### config.mk
export PLATFORM = sky130hd
export DESIGN_NAME = keypad_scan_debounce_repeat
export DESIGN_NICKNAME = d
export VERILOG_FILES = /design/src/rtl/kpsdr_pkg.sv /design/src/rtl/keypad_scan_debounce_repeat.sv /design/src/rtl/kpsdr_decode.sv
export SDC_FILE = /design/constraint.sdc
export NUM_CORES = 1
export LEC_CHECK = 0
export ABC_AREA = 1
export BUFFER_PORTS_ARGS = -buffer_cell sky130_fd_sc_hd__buf_2
export CAP_MARGIN = 15
export CORE_ASPECT_RATIO = 2
export CORE_UTILIZATION = 45
export CTS_BUF_LIST = sky130_fd_sc_hd__clkbuf_16
export CTS_CLUSTER_DIAMETER = 80
export DETAILED_ROUTE_END_ITERATION = 6
export PLACE_DENSITY = 0.74
export SLEW_MARGIN = 10
export SYNTH_ARGS = -nofsm -noshare
export SYNTH_HDL_FRONTEND = slang
export SYNTH_SLANG_ARGS = --single-unit
### constraint.sdc
create_clock -name i_clk -period 5.92 [get_ports i_clk]
set_input_delay 1.184 -clock i_clk [delete_from_list [all_inputs] [get_ports i_clk]]
set_output_delay 1.184 -clock i_clk [all_outputs]
set_load 0.01 [all_outputs]
### src/rtl/kpsdr_pkg.sv
// package: beat types, register indexes, commands, reset values and the scan code tables of the keypad scanner
package kpsdr_pkg;

    // number of legal scan codes (single keys and rollover pairs)
    localparam int NUM_CODES = 20;

    // register indexes of the configuration port
    localparam logic REG_DEBOUNCE = 1'b0;
    localparam logic REG_REPEAT   = 1'b1;

    // input commands
    localparam logic CMD_TICK = 1'b0;
    localparam logic CMD_READ = 1'b1;

    // reset values of the tick registers
    localparam logic [15:0] DEBOUNCE_RESET = 16'd10000;
    localparam logic [15:0] REPEAT_RESET   = 16'd5000;

    // legal scan codes: row bits in the high nibble, column bits in the low nibble
    localparam logic [7:0] LEGAL_SCAN [NUM_CODES] = '{
        8'h11, 8'h21, 8'h41, 8'h81,
        8'h12, 8'h22, 8'h42, 8'h82,
        8'h14, 8'h24, 8'h44, 8'h84,
        8'h18, 8'h28, 8'h48, 8'h88,
        8'hC3, 8'hC6, 8'h63, 8'h66
    };

    // key codes that go with each legal scan code
    localparam logic [7:0] LEGAL_KEY [NUM_CODES] = '{
        8'h0B, 8'h39, 8'h38, 8'h37,
        8'h1B, 8'h36, 8'h35, 8'h34,
        8'h18, 8'h33, 8'h32, 8'h31,
        8'h0D, 8'h2D, 8'h2B, 8'h30,
        8'h73, 8'h74, 8'h71, 8'h72
    };

    // input beat
    typedef struct packed {
        logic        command;
        logic [15:0] key_matrix;
    } t_in_beat;

    // output beat
    typedef struct packed {
        logic [7:0] key_code;
        logic [1:0] phase;
    } t_out_beat;

endpackage

### src/rtl/keypad_scan_debounce_repeat.sv
// top level: 4x4 keypad scanner with debounce, repeat rescans and bus read
//
//  channel  | signals                               | direction
//  ---------+---------------------------------------+----------
//  in       | i_in_valid, o_in_stall, i_in          | to block
//  out      | o_out_valid, i_out_stall, o_out       | from block
//  cfg      | i_cfg_we, i_cfg_index, i_cfg_data     | to block
//
//  one beat per cycle while out is not stalled; an accepted beat moves through the
//  input register, then table match and state update into the result register
//  i_rst_n is synchronous and active low; it restores the tick registers to their reset values
//  a stalled result holds the result register; the input register still takes one more beat
//  o_in_stall rises only when both the input and result registers are full and out is stalled
module keypad_scan_debounce_repeat (
    input  logic                 i_clk,
    input  logic                 i_rst_n,
    input  logic                 i_in_valid,
    output logic                 o_in_stall,
    input  kpsdr_pkg::t_in_beat  i_in,
    output logic                 o_out_valid,
    input  logic                 i_out_stall,
    output kpsdr_pkg::t_out_beat o_out,
    input  logic                 i_cfg_we,
    input  logic                 i_cfg_index,
    input  logic [15:0]          i_cfg_data
);

    typedef enum logic [1:0] {
        PH_IDLE     = 2'd0,
        PH_DEBOUNCE = 2'd1,
        PH_HELD     = 2'd2
    } t_phase;

    // configuration registers
    logic [15:0] r_debounce_ticks;
    logic [15:0] r_repeat_ticks;

    // input register
    logic                r_s1_valid;
    kpsdr_pkg::t_in_beat r_s1;

    // scanner state
    t_phase      r_phase,     n_phase;
    logic [15:0] r_tick,      n_tick;
    logic [7:0]  r_cand,      n_cand;
    logic [7:0]  r_held_code, n_held_code;
    logic [3:0]  r_prev_cols, n_prev_cols;

    // result register
    logic                 r_out_valid;
    kpsdr_pkg::t_out_beat r_out;

    logic       w_adv;
    logic       w_fire;
    logic       w_in_acc;
    logic [3:0] w_cols;
    logic [7:0] w_key;
    logic [3:0] w_rising;
    logic [16:0] w_next;

    // handshake control
    assign w_adv      = !(r_out_valid && i_out_stall);
    assign w_fire     = r_s1_valid && w_adv;
    assign o_in_stall = r_s1_valid && !w_adv;
    assign w_in_acc   = i_in_valid && !o_in_stall;

    assign o_out_valid = r_out_valid;
    assign o_out       = r_out;

    // configuration writes
    always_ff @(posedge i_clk) begin
        if (!i_rst_n) begin
            r_debounce_ticks <= kpsdr_pkg::DEBOUNCE_RESET;
            r_repeat_ticks   <= kpsdr_pkg::REPEAT_RESET;
        end else if (i_cfg_we) begin
            unique case (i_cfg_index)
                kpsdr_pkg::REG_DEBOUNCE: r_debounce_ticks <= i_cfg_data;
                kpsdr_pkg::REG_REPEAT:   r_repeat_ticks   <= i_cfg_data;
                default:                 r_repeat_ticks   <= r_repeat_ticks;
            endcase
        end
    end

    // input register
    always_ff @(posedge i_clk) begin
        if (!i_rst_n) begin
            r_s1_valid <= 1'b0;
        end else if (w_in_acc) begin
            r_s1_valid <= 1'b1;
        end else if (w_adv) begin
            r_s1_valid <= 1'b0;
        end
        if (w_in_acc) begin
            r_s1 <= i_in;
        end
    end

    kpsdr_decode u_decode (
        .i_matrix   (r_s1.key_matrix),
        .o_columns  (w_cols),
        .o_key_code (w_key)
    );

    assign w_rising = w_cols & ~r_prev_cols;
    assign w_next   = {1'b0, r_tick} + 17'd1;

    // next state for one tick beat
    always_comb begin
        n_phase     = r_phase;
        n_tick      = r_tick;
        n_cand      = r_cand;
        n_held_code = r_held_code;
        n_prev_cols = r_prev_cols;
        if (r_s1.command == kpsdr_pkg::CMD_TICK) begin
            n_prev_cols = w_cols;
            unique case (r_phase)
                PH_DEBOUNCE: begin
                    if (w_next >= {1'b0, r_debounce_ticks}) begin
                        n_tick = '0;
                        if (w_key != 8'h00 && w_key == r_cand) begin
                            n_held_code = w_key;
                            n_phase     = PH_HELD;
                        end else begin
                            n_held_code = 8'h00;
                            n_phase     = PH_IDLE;
                        end
                    end else begin
                        n_tick = w_next[15:0];
                    end
                end
                PH_HELD: begin
                    if (w_next >= {1'b0, r_repeat_ticks}) begin
                        n_tick      = '0;
                        n_held_code = w_key;
                        if (w_key == 8'h00) begin
                            n_phase = PH_IDLE;
                        end
                    end else begin
                        n_tick = w_next[15:0];
                    end
                end
                default: begin
                    // idle, and the unused code acting as idle
                    n_phase     = PH_IDLE;
                    n_held_code = 8'h00;
                    n_tick      = '0;
                    if (w_rising != 4'h0 && w_key != 8'h00) begin
                        n_cand  = w_key;
                        n_phase = PH_DEBOUNCE;
                    end
                end
            endcase
        end
    end

    // state and result register
    always_ff @(posedge i_clk) begin
        if (!i_rst_n) begin
            r_phase     <= PH_IDLE;
            r_tick      <= '0;
            r_cand      <= 8'h00;
            r_held_code <= 8'h00;
            r_prev_cols <= 4'h0;
            r_out_valid <= 1'b0;
        end else begin
            if (w_fire) begin
                r_phase     <= n_phase;
                r_tick      <= n_tick;
                r_cand      <= n_cand;
                r_held_code <= n_held_code;
                r_prev_cols <= n_prev_cols;
                r_out_valid <= 1'b1;
            end else if (!i_out_stall) begin
                r_out_valid <= 1'b0;
            end
        end
        if (w_fire) begin
            r_out.key_code <= n_held_code;
            r_out.phase    <= n_phase;
        end
    end

    // checks on the scanner state
    a_phase_legal: assert property (@(posedge i_clk) disable iff (!i_rst_n)
        o_out_valid |-> o_out.phase != 2'd3)
        else $error("result phase out of range");

    a_held_nonzero: assert property (@(posedge i_clk) disable iff (!i_rst_n)
        r_phase == PH_HELD |-> r_held_code != 8'h00)
        else $error("held phase with empty key code");

    a_idle_clear: assert property (@(posedge i_clk) disable iff (!i_rst_n)
        r_phase == PH_IDLE |-> (r_held_code == 8'h00 && r_tick == 16'd0))
        else $error("idle phase with stale code or count");

    a_cand_nonzero: assert property (@(posedge i_clk) disable iff (!i_rst_n)
        r_phase == PH_DEBOUNCE |-> r_cand != 8'h00)
        else $error("debounce with empty candidate");

    a_read_keeps: assert property (@(posedge i_clk) disable iff (!i_rst_n)
        (w_fire && r_s1.command == kpsdr_pkg::CMD_READ) |=>
            (r_out.key_code == $past(r_held_code) && r_held_code == $past(r_held_code)))
        else $error("bus read changed the key code");

endmodule

### src/rtl/kpsdr_decode.sv
// module: matrix snapshot to column bits and key code
module kpsdr_decode (
    input  logic [15:0] i_matrix,
    output logic [3:0]  o_columns,
    output logic [7:0]  o_key_code
);

    logic [3:0] w_rows;
    logic [7:0] w_scan;

    // or of the columns over all rows, and one bit per busy row
    always_comb begin
        o_columns = i_matrix[3:0] | i_matrix[7:4] | i_matrix[11:8] | i_matrix[15:12];
        for (int r = 0; r < 4; r++) begin
            w_rows[r] = |i_matrix[r*4 +: 4];
        end
        w_scan = {w_rows, o_columns};
    end

    // match against the legal code table, no match gives 0
    always_comb begin
        o_key_code = 8'h00;
        for (int k = 0; k < kpsdr_pkg::NUM_CODES; k++) begin
            if (w_scan == kpsdr_pkg::LEGAL_SCAN[k]) begin
                o_key_code = kpsdr_pkg::LEGAL_KEY[k];
            end
        end
    end

endmodule
==> results of run 1 <==
[kinds of logic after synthesis]
family / after synthesis / synth area share
compound gates: 160 / 0.151
xor+xnor: 10 / 0.0146
fa+ha+maj: 35 / 0.0731
buf+inv: 156 / 0.0999
flops: 98 / 0.373
simple gates: 340 / 0.289
[placed cells by master (no fill, tap or decap), types with 2 or more instances in the layout]
master,instances
nor3_2,5
a22oi_1,5
nand2_1,152
nor3_1,9
nand3b_1,2
inv_6,3
nor4_1,2
inv_2,13
buf_2,50
a21oi_1,67
xor2_1,9
nor2_2,21
nand3_1,27
nand2_2,16
o21ai_1,10
clkbuf_16,9
nand3_2,12
edfxtp_1,27
inv_1,122
nor2_1,54
o22ai_1,3
a21oi_2,8
o21ai_0,46
a211oi_1,3
nor2_4,8
nand2_4,4
dfxtp_1,71
o211ai_1,12
buf_4,3
ha_1,35
clkinv_1,2
nand4_1,21
inv_8,2
[how the worst min path moves through the flow]
| stage | start | endpoint | slack, ps | cells past startpoint |
|---|---|---|---|---|
| after global placement | r_held_code[7] | r_held_code[7] | 430 | 2 |
| after detailed placement | r_held_code[7] | r_held_code[7] | 440 | 2 |
| after CTS | r_held_code[7] | r_held_code[7] | 450 | 2 |
| after floorplan | r_held_code[7] | r_held_code[7] | 420 | 2 |
| final | r_held_code[7] | r_held_code[7] | 450 | 2 |
| after global routing | r_debounce_ticks[12] | r_debounce_ticks[12] | 490 | 2 |
[per-layer routing]
layer | up-vias | GRT usage
met5 | - | 0
met4 | 0 | 0.169
met3 | 70 | 0.0283
met2 | 128 | 0.449
met1 | 2417 | 0.177
li1 | 2712 | -
[final cells by class]
class | instances | area [µm²]
multi-input cells | 545 | 3160
inverters | 136 | 510
well taps | 152 | 190
clock buffers | 9 | 225
repair buffers | 53 | 273
flip-flops and latches | 98 | 2230
clock inverters | 7 | 61.3
fillers | 1275 | 6340
[power groups by stage]
| stage | Combinational [mW] | Sequential [mW] | Clock (mW) |
|---|---|---|---|
| 2_1_floorplan | 0.0853 | 0.741 | 0 |
| 3_5_place_dp | 0.127 | 0.743 | 0 |
| 5_1_grt | 0.142 | 0.731 | 0.613 |
| 3_3_place_gp | 0.125 | 0.743 | 0 |
| 4_1_cts | 0.128 | 0.728 | 0.589 |
| 6_report | 0.127 | 0.728 | 0.581 |
[metrics by stage]
| step | setup WS [ps] | hold WS, ps |
|---|---|---|
| after floorplan | 2490 | 423 |
| after global placement | 1960 | 434 |
| after detailed placement | 1870 | 437 |
| after CTS | 1800 | 448 |
| after global routing | 1350 | 486 |
| final | 1830 | 449 |
[registers in the layout (all words and copies together), names as in the netlist]
register,count
o_out,10
o_out_valid,1
r_cand,7
r_debounce_ticks,16
r_held_code,8
r_phase,2
r_prev_cols,4
r_repeat_ticks,16
r_s1,17
r_s1_valid,1
r_tick,16
[worst max-delay path, delay by kind of cell, from the launching register on]
family                   cells  cell delay (ps)
XOR/XNOR                     1              300
flip-flops                   1              420
AND/OR/NAND/NOR             13             2110
buffers and inverters        6              460
AO/OA/AOI/OAI                1               80
adder cells (fa/ha/maj)      2              450
==> results.md, run 1 <==
* Status: complete, no violations
* Top cell type by total area after synthesis: dfxtp_1
* Most used DFF post-synth: dfxtp_1
* Die X at 83.6 µm
* Initial antenna violation count at 0
* Uppermost routed layer: met4
* CP required at about 6000 ps
* CP Capture Type: register
* Share of flip-flops with an asynchronous set or reset at 0
* Drt initial violations at 215
* Routed WL at approximately 14000 µm
* Share of cells above drive strength 1 at 0.190
* Number of routed nets with antenna violations at 0
* Most common library cells after synthesis: nand2_1, inv_1, dfxtp_1
* Final hold vios at 0
* CTS tree: built
* Syn_area_per_cell at 7.50 µm²
* Worst-Margin Slew at 855 ps
* Cells after Synth at 799
* DIE AREA at 13800 µm²
* Final Setup Violations at 0
* Critical path arrival at 4190 ps
* HPWL after DPL at 11600 µm
* RSZ-0062 raised after global routing: false
* Remaining Overflow, GRT at 0
* N_diodes at 0
* Met2 Wirelength at 8230 µm
* Count leader, synth: nand2_1
* Post-synth EDFFs at 27
* Syn_nets at 873
* CTS sink cnt at a little under 100
* Wirelength per Cell at around 14 µm
* H-tree depth at 3
* Most used cell, CP: inv_1
* Clock share of power at 0.405
* First-pass DRT Iterations at 6
* Fin crit period at approximately 4100 ps
* Reg-to-Reg End: o_out[9]
* F_max at 244 MHz
* Slowest CP cell: or3b_2
* Total power at 1.44 mW
* Area grow syn2layout at 11.1%
* Path depth of the worst reg2reg path at 23
* Synth top area cells: dfxtp_1, edfxtp_1, nand2_1
* Synthesis-stage register bit count at 98
* Total Routing Usage GR at 0.217
* First-pass GRT wire length at approximately 23000 µm
* Max-slew headroom at 0.428
* Critical path peak fanout at 17
* Final Util at 0.512
* Final Skew at between 15 and 20 ps
* Initial Utilization at 0.461
* Synthesized area at about 6000 µm²
* Largest net degree at the start of global routing at 44
* Clock latency on the worst-skew pair at 360 ps
* Residual DRC count at 0
* Final GP Congestion at between 0.9 and 1
* LEAKAGE at 3.05 nW
* Root Buffer: clkbuf_16
* Fin crit share at 0.691
* Post-synth top area share at 0.237
* Max-cap violations at 0
* Row cnt at 59
* Clk buf depth at 2
* Setup TNS at 0 ps
* P_sw at ~0.38 mW
* Fin nets at ~900
* Hold_buf cts at 0
* Via count at 5327
* # Post-CTS Setup Buffers at 0
* Library cells used by synthesis at 47
* CP Cell Sequence: ha_1, nand3_2, nor3_1, inv_1, nor2_1, inv_1, nor2_1, inv_1, nor3_1, inv_1, nor3_1, xor2_1, ha_1, nand2_1, inv_1, nand4_1, or3b_2, nand3_2, nor2_2, inv_1, nand2_2, nand2_1, a21oi_1
* Placed insts at 984
* Post-synthesis sequential area ratio at 0.373
* Routed wl met3 at roughly 350 µm
* Vias per cell at 5.33
* Worst setup path end: o_out[9]
* Max-slew violation count at 0
* Worst R2R Start: r_tick[0]
* Net Sw Frac at 0.266
* Gate power share at 0.088
* Worst-path clk slew at roughly 80 ps
* TritonCTS buffer count at 9
* Reg-to-reg setup timing slack at 1830 ps
* Fin cells at 1000
* Pint at 1.05 mW
* Placed Area at 6370 µm²
* Yosys warnings at 0
* CTS resizes at 0
* Pwr Density at 216 nW/µm²
* Critical path type: reg -> reg
* Final Cell Area at approximately 6700 µm²
* Number of global-route vias before repair at 5330
* Flop pwr share at 0.507
* Core Region at about 13000 µm²
* Startpoint Class: register
* I/O pin cnt at between 50 and 60
* Die height at 165 µm
* Worst setup path startpoint: r_tick[0]
* Slowest stage delay, CP at 470 ps
* Worst min-delay path class: reg -> reg
* Port bufs at 50
* Maximum vdd drop at 0.170 mV
* Met1 WL at 4870 µm
Note: power is estimated with default switching activity, not from simulation.
==> inputs of run 2 (changes only) <==
Settings changed: ABC_AREA 1 to 0.
Clock period 5.92 ns to 4.1 ns, I/O delays scaled along.
==> results.md, run 2 <==
* Startpoint Class: register
* Library cells used by synthesis at 65
* Final GP Congestion at between 0.9 and 1
* Top cell type by total area after synthesis: dfxtp_1
* CTS sink cnt at 98
* Yosys warnings at 0
* Vias per cell at roughly 5.8
* Path depth of the worst reg2reg path at 14
* Total Routing Usage GR at 0.235
* DIE AREA at 12700 µm²
* First-pass GRT wire length at 22900 µm
* TritonCTS buffer count at 9
* Met1 WL at 4910 µm
* Most used DFF post-synth: dfxtp_1
* Pwr Density at 318 nW/µm²
* Fin crit share at 0.952
* H-tree depth at 3
* Most common library cells after synthesis: nand2_1, dfxtp_1, a21oi_1
* Clock latency on the worst-skew pair at 350 ps
* CP Depth at 14
* Number of routed nets with antenna violations at 0
* Syn_area_per_cell at 8.54 µm²
* Largest net degree at the start of global routing at 31
* Worst-Margin Slew at 790 ps
* CP top delay family: simple AND/OR/NAND/NOR gates
* Setup TNS at 0 ps
* Residual DRC count at 0
* Routed WL at 13900 µm
* Max reg flops at 17
* Post-synth top area share at 0.258
* Routed wl met3 at 401 µm
* Multi-input gate area at 3020 µm²
* Synthesized area at between 5000 and 6000 µm²
* Post-synth EDFFs at 27
* Share of cells above drive strength 1 at 0.158
* Max-slew headroom at 0.473
* CTS tree: built
* Crit path buf inv count at 0
* Final Setup Violations at 0
* Fin nets at 770
* Total power at between 2 and 2.5 mW
* Fin crit period at 3900 ps
* Initial Utilization at 0.466
* I/O pin cnt at 51
* Met2 Wirelength at 7890 µm
* Final Skew at between 10 and 15 ps
* Die height at 159 µm
* Filler cells at 1128
* Most common cell after layout, fill and taps aside: nand2_1
* Worst-path clk slew at 70 ps
* HPWL after DPL at 10800 µm
* Max-cap violations at 0
* Wirelength per Cell at 16.5 µm
* Critical path type: reg -> reg
* Final Cell Area at 6310 µm²
* Largest Register: r_s1
* N_diodes at 0
* Root Buffer: clkbuf_16
* # Post-CTS Setup Buffers at 0
* Placed Area at roughly 6000 µm²
* Maximum vdd drop at 0.278 mV
* Number of global-route vias before repair at 4933
* Status: complete, no violations
* Area grow syn2layout at 14.5%
* First-pass DRT Iterations at 4
* Clk buf depth at 2
* Final hold vios at 0
* Worst hold stages at 2
* Slowest stage delay, CP at 520 ps
* CP required at 4370 ps
* Max-slew violation count at 0
* Count leader, synth: nand2_1
* Row cnt at 56
* Slowest CP cell: or4_1
* Synthesis-stage register bit count at 98
* Share of flip-flops with an asynchronous set or reset at 0
* Syn_nets at 720
* Core Region at 11800 µm²
* Drt initial violations at 192
* Critical path peak fanout at 12
* Initial antenna violation count at 0
* Post-synthesis sequential area ratio at 0.405
* Hold WS at around 460 ps
* Worst min-delay path class: reg -> reg
* LEAKAGE at 2.47 nW
* Cells after Synth at about 650
* Commonest cells after routing, fill and taps aside: nand2_1, dfxtp_1, a21oi_1
* CP Capture Type: register
* Uppermost routed layer: met4
* Register area at ~2200 µm²
* F_max at 256 MHz
* CP Cell Sequence: nand2_1, nor2_1, and3_1, and2_1, nor2b_1, nand2_1, xnor2_1, ha_1, nor2b_1, nor4_2, nand3_1, a21o_2, or4_1, a31oi_1
* Via count at between 4000 and 5000
* Die X at 80.3 µm
* Synth top area cells: dfxtp_1, edfxtp_1, ha_1
* Port bufs at 50
* Critical path arrival at approximately 4200 ps
* Remaining Overflow, GRT at 0
==> run 2: changes by cell type after synthesis, sizes merged, moves of 8 or more <==
cell / before / now
nor4: 2 / 17
o21ai: 56 / 21
nand4: 22 / 13
clkbuf: 17 / 29
nand2: 172 / 95
a21o: 0 / 8
or4: 0 / 9
nand3: 40 / 24
a21oi: 75 / 56
inv: 134 / 44
xnor2: 1 / 19
nor2b: 0 / 8
nor2: 84 / 54
a211oi: 3 / 13
==> run 2: power breakdown <==
part / switching (mW) / total [mW] / internal, mW / leakage, nW
sequential: 0.0230 / 1.05 / 1.03 / 0.840
combinational: 0.0975 / 0.154 / 0.0564 / 1.49
clock: 0.381 / 0.802 / 0.421 / 0.140
==> run 2: cells by family (layout without fill, tap and decap cells) <==
group,after synthesis,count (layout),synth area share
AOI/OAI and AO/OA,152,152,0.187
adders and majority gates,35,35,0.0794
and+or+nand+nor,254,254,0.227
buffers and inverters,79,134,0.0563
muxes,3,3,0.00545
DFF,98,98,0.405
xor gates and xnor gates,25,25,0.0397
==> run 2: what timing repair did <==
| item | CTS | global route |
|---|---|---|
| hold buffers | 0 | 0 |
| endpoints found under the setup margin | 0 | 18 |
| resized for setup | 0 | 6 |
==> run 2: final timing paths <==
path | slack (ps) | to | from
setup / recovery | 200 | r_tick[3] | r_tick[3]
hold / removal | 460 | r_debounce_ticks[5] | r_debounce_ticks[5]
setup reg to reg | 200 | r_tick[3] | r_tick[3]
hold reg to reg | 460 | r_debounce_ticks[5] | r_debounce_ticks[5]
==> run 2: worst register-to-register path: cells and delay by family, from the launching register on <==
family          cells  cell delay [ps]
flops               1              440
xor+xnor            1              270
fa+ha+maj           1              310
simple gates       10             2350
compound gates      2              470
==> run 2: cell type report <==
class	count	area share
clock inverters	7	0.00912
multi-input cells	469	0.478
inverters	44	0.0262
repair buffers	74	0.0682
flip-flops and latches	98	0.354
clock buffers	9	0.0357
well taps	145	0.0287
==> run 2: per-layer routing <==
layer	global-route usage	up-vias
li1	-	2427
met1	0.223	2320
met2	0.454	117
met3	0.0309	51
met4	0.155	0
met5	0	-
==> run 2: per-stage QoR <==
step | setup WS [ps] | utilization | cells
3_3_place_gp | 258 | 0.507 | 830
6_report | 196 | 0.533 | 846
5_1_grt | -45.9 | 0.533 | 846
2_1_floorplan | 422 | - | 646
4_1_cts | 107 | 0.531 | 846
3_5_place_dp | 115 | 0.507 | 830
==> inputs of run 3 (changes only) <==
Settings changed: ABC_AREA 0 to 1, CAP_MARGIN 15 to 20, CTS_CLUSTER_DIAMETER 80 to 120.
==> results.md, run 3 (synthesis gave the netlist of run 1 again) <==
* Clock latency on the worst-skew pair at 360 ps
* Path depth of the worst reg2reg path at 24
* Largest net degree at the start of global routing at 44
* Critical path type: reg -> reg
* Filler cells at ~1300
* Critical path arrival at ~3900 ps
* Worst min-delay path class: reg -> reg
* Final Setup Violations at 0
* Die height at between 150 and 200 µm
* Setup TNS at 0 ps
* Fin cells at 1007
* CP required at 4200 ps
* Fin crit period at 3790 ps
* Max reg flops at 17
* Worst-path clk slew at 80 ps
* Max-cap violations at 0
* Largest Register: r_s1
* CTS sink cnt at ~100
* Final GP Congestion at 0.943
* Reg-to-reg setup timing slack at 310 ps
* HPWL after DPL at roughly 12000 µm
* Worst R2R Start: r_tick[0]
* Number of routed nets with antenna violations at 0
* Drt initial violations at 319
* TritonCTS buffer count at 9
* Total Routing Usage GR at 0.224
* Commonest cells after routing, fill and taps aside: nand2_1, inv_1, dfxtp_1
* Initial Utilization at 0.461
* Max-slew violation count at 0
* Number of global-route vias before repair at 5257
* F_max at 264 MHz
* Clk buf depth at 2
* First-pass GRT wire length at about 24000 µm
* Fin nets at about 920
* Most used cell, CP: inv_1
* Remaining Overflow, GRT at 0
* CP Capture Type: register
* Area grow syn2layout at 12.6%
* Crit path buf inv count at 5
* N_diodes at 0
* Hold path endpoint: r_held_code[7]
* Die X at roughly 84 µm
* Pwr Density at 306 nW/µm²
* Placed Area at 6410 µm²
* First-pass DRT Iterations at 5
* Status: complete, no violations
* Final Skew at 10.6 ps
* Port bufs at 50
* Slowest CP cell: dfxtp_2
* Via count at 5418
* Max-slew headroom at 0.470
* Most common cell after layout, fill and taps aside: nand2_1
* DIE AREA at 13800 µm²
* I/O pin cnt at 51
* Startpoint Class: register
* Final Cell Area at 6750 µm²
* Initial antenna violation count at 0
* Final hold vios at 0
* LEAKAGE at 3.08 nW
* RSZ-0062 raised after global routing: false
* Core Region at between 10000 and 15000 µm²
* Wirelength per Cell at 14.9 µm
* Routed WL at 15000 µm
* Critical path peak fanout at 6
* Slowest stage delay, CP at 380 ps
* Maximum vdd drop at 0.280 mV
* Hold Startpoint: r_held_code[7]
* Reg-to-Reg End: o_out[4]
* CP top delay family: simple AND/OR/NAND/NOR gates
* Residual DRC count at 0
* Row cnt at 59
* CP Cell Sequence: ha_2, nand3_2, nor3_2, inv_1, nor2_1, inv_1, nor2_1, inv_1, nor3_2, inv_1, nor3_2, xor2_1, ha_1, a21oi_1, o211ai_1, o21bai_1, a21oi_1, nand3_1, nand2_1, inv_1, a22oi_1, nand2_1, nand2_1, o21ai_1
* Fin crit share at 0.924
* Vias per cell at 5.38
* Root Buffer: clkbuf_16
* Placed insts at 990
* Worst hold stages at 2
* Worst-Margin Slew at around 790 ps
* CTS tree: built
* Share of cells above drive strength 1 at 0.207
* H-tree depth at 3
==> run 3: layout make-up <==
cell class	count	area [µm²]	share of cell area
Multi-Input combinational cell	545	3200	0.474
Sequential cell	98	2230	0.331
Inverter	136	510	0.0757
Timing Repair Buffer	60	329	0.0488
Clock buffer	9	225	0.0334
Tap cell	152	190	0.0282
Clock inverter	7	58.8	0.00872
==> run 3: how the worst max path moves through the flow <==
stage,endpoint,slack [ps],startpoint,cells after the start
floorplan,o_out[3],670,r_tick[0],24
global placement,o_out[9],230,r_tick[0],24
detailed placement,o_out[9],130,r_tick[0],24
CTS,o_out[9],120,r_tick[0],24
global route,o_out[4],30,r_tick[0],24
finish,o_out[4],310,r_tick[0],24
==> run 3: what timing repair did <==
item                                    CTS  global route
endpoints found under the setup margin    0            36
gates resized for setup                   0            10
hold buffers                              0             0
setup buffers                             0             1
==> run 3: routing by layer <==
| metal | vias to the layer above | part of all wire | GRT usage | routed length, µm |
|---|---|---|---|---|
| met1 | 2519 | 0.34 | 0.190 | 5080 |
| met5 | - | 0 | 0 | 0 |
| met2 | 125 | 0.58 | 0.467 | 8760 |
| met4 | 0 | 0.053 | 0.145 | 789 |
| met3 | 50 | 0.025 | 0.0328 | 374 |
| li1 | 2724 | - | - | - |
==> run 3: report_power, final <==
part / internal (mW) / switching, mW
logic: 0.0623 / 0.126
registers: 1.03 / 0.0173
clock network: 0.423 / 0.404
==> run 3: worst min-delay path, cell delays in order, from the launching register on <==
cell	delay (ps)
dfxtp_1	300
inv_1	60
a211oi_1	40
==> run 3: through the flow <==
stage               hold slack [ps]  setup WS (ps)  power, mW   util
finish                          443            310       2.07  0.519
CTS                             446            116       2.08  0.516
detailed placement              435            129       1.26  0.494
floorplan                       423            665       1.19      -
global placement                431            234       1.26  0.494
global route                    485           34.5       2.14  0.519
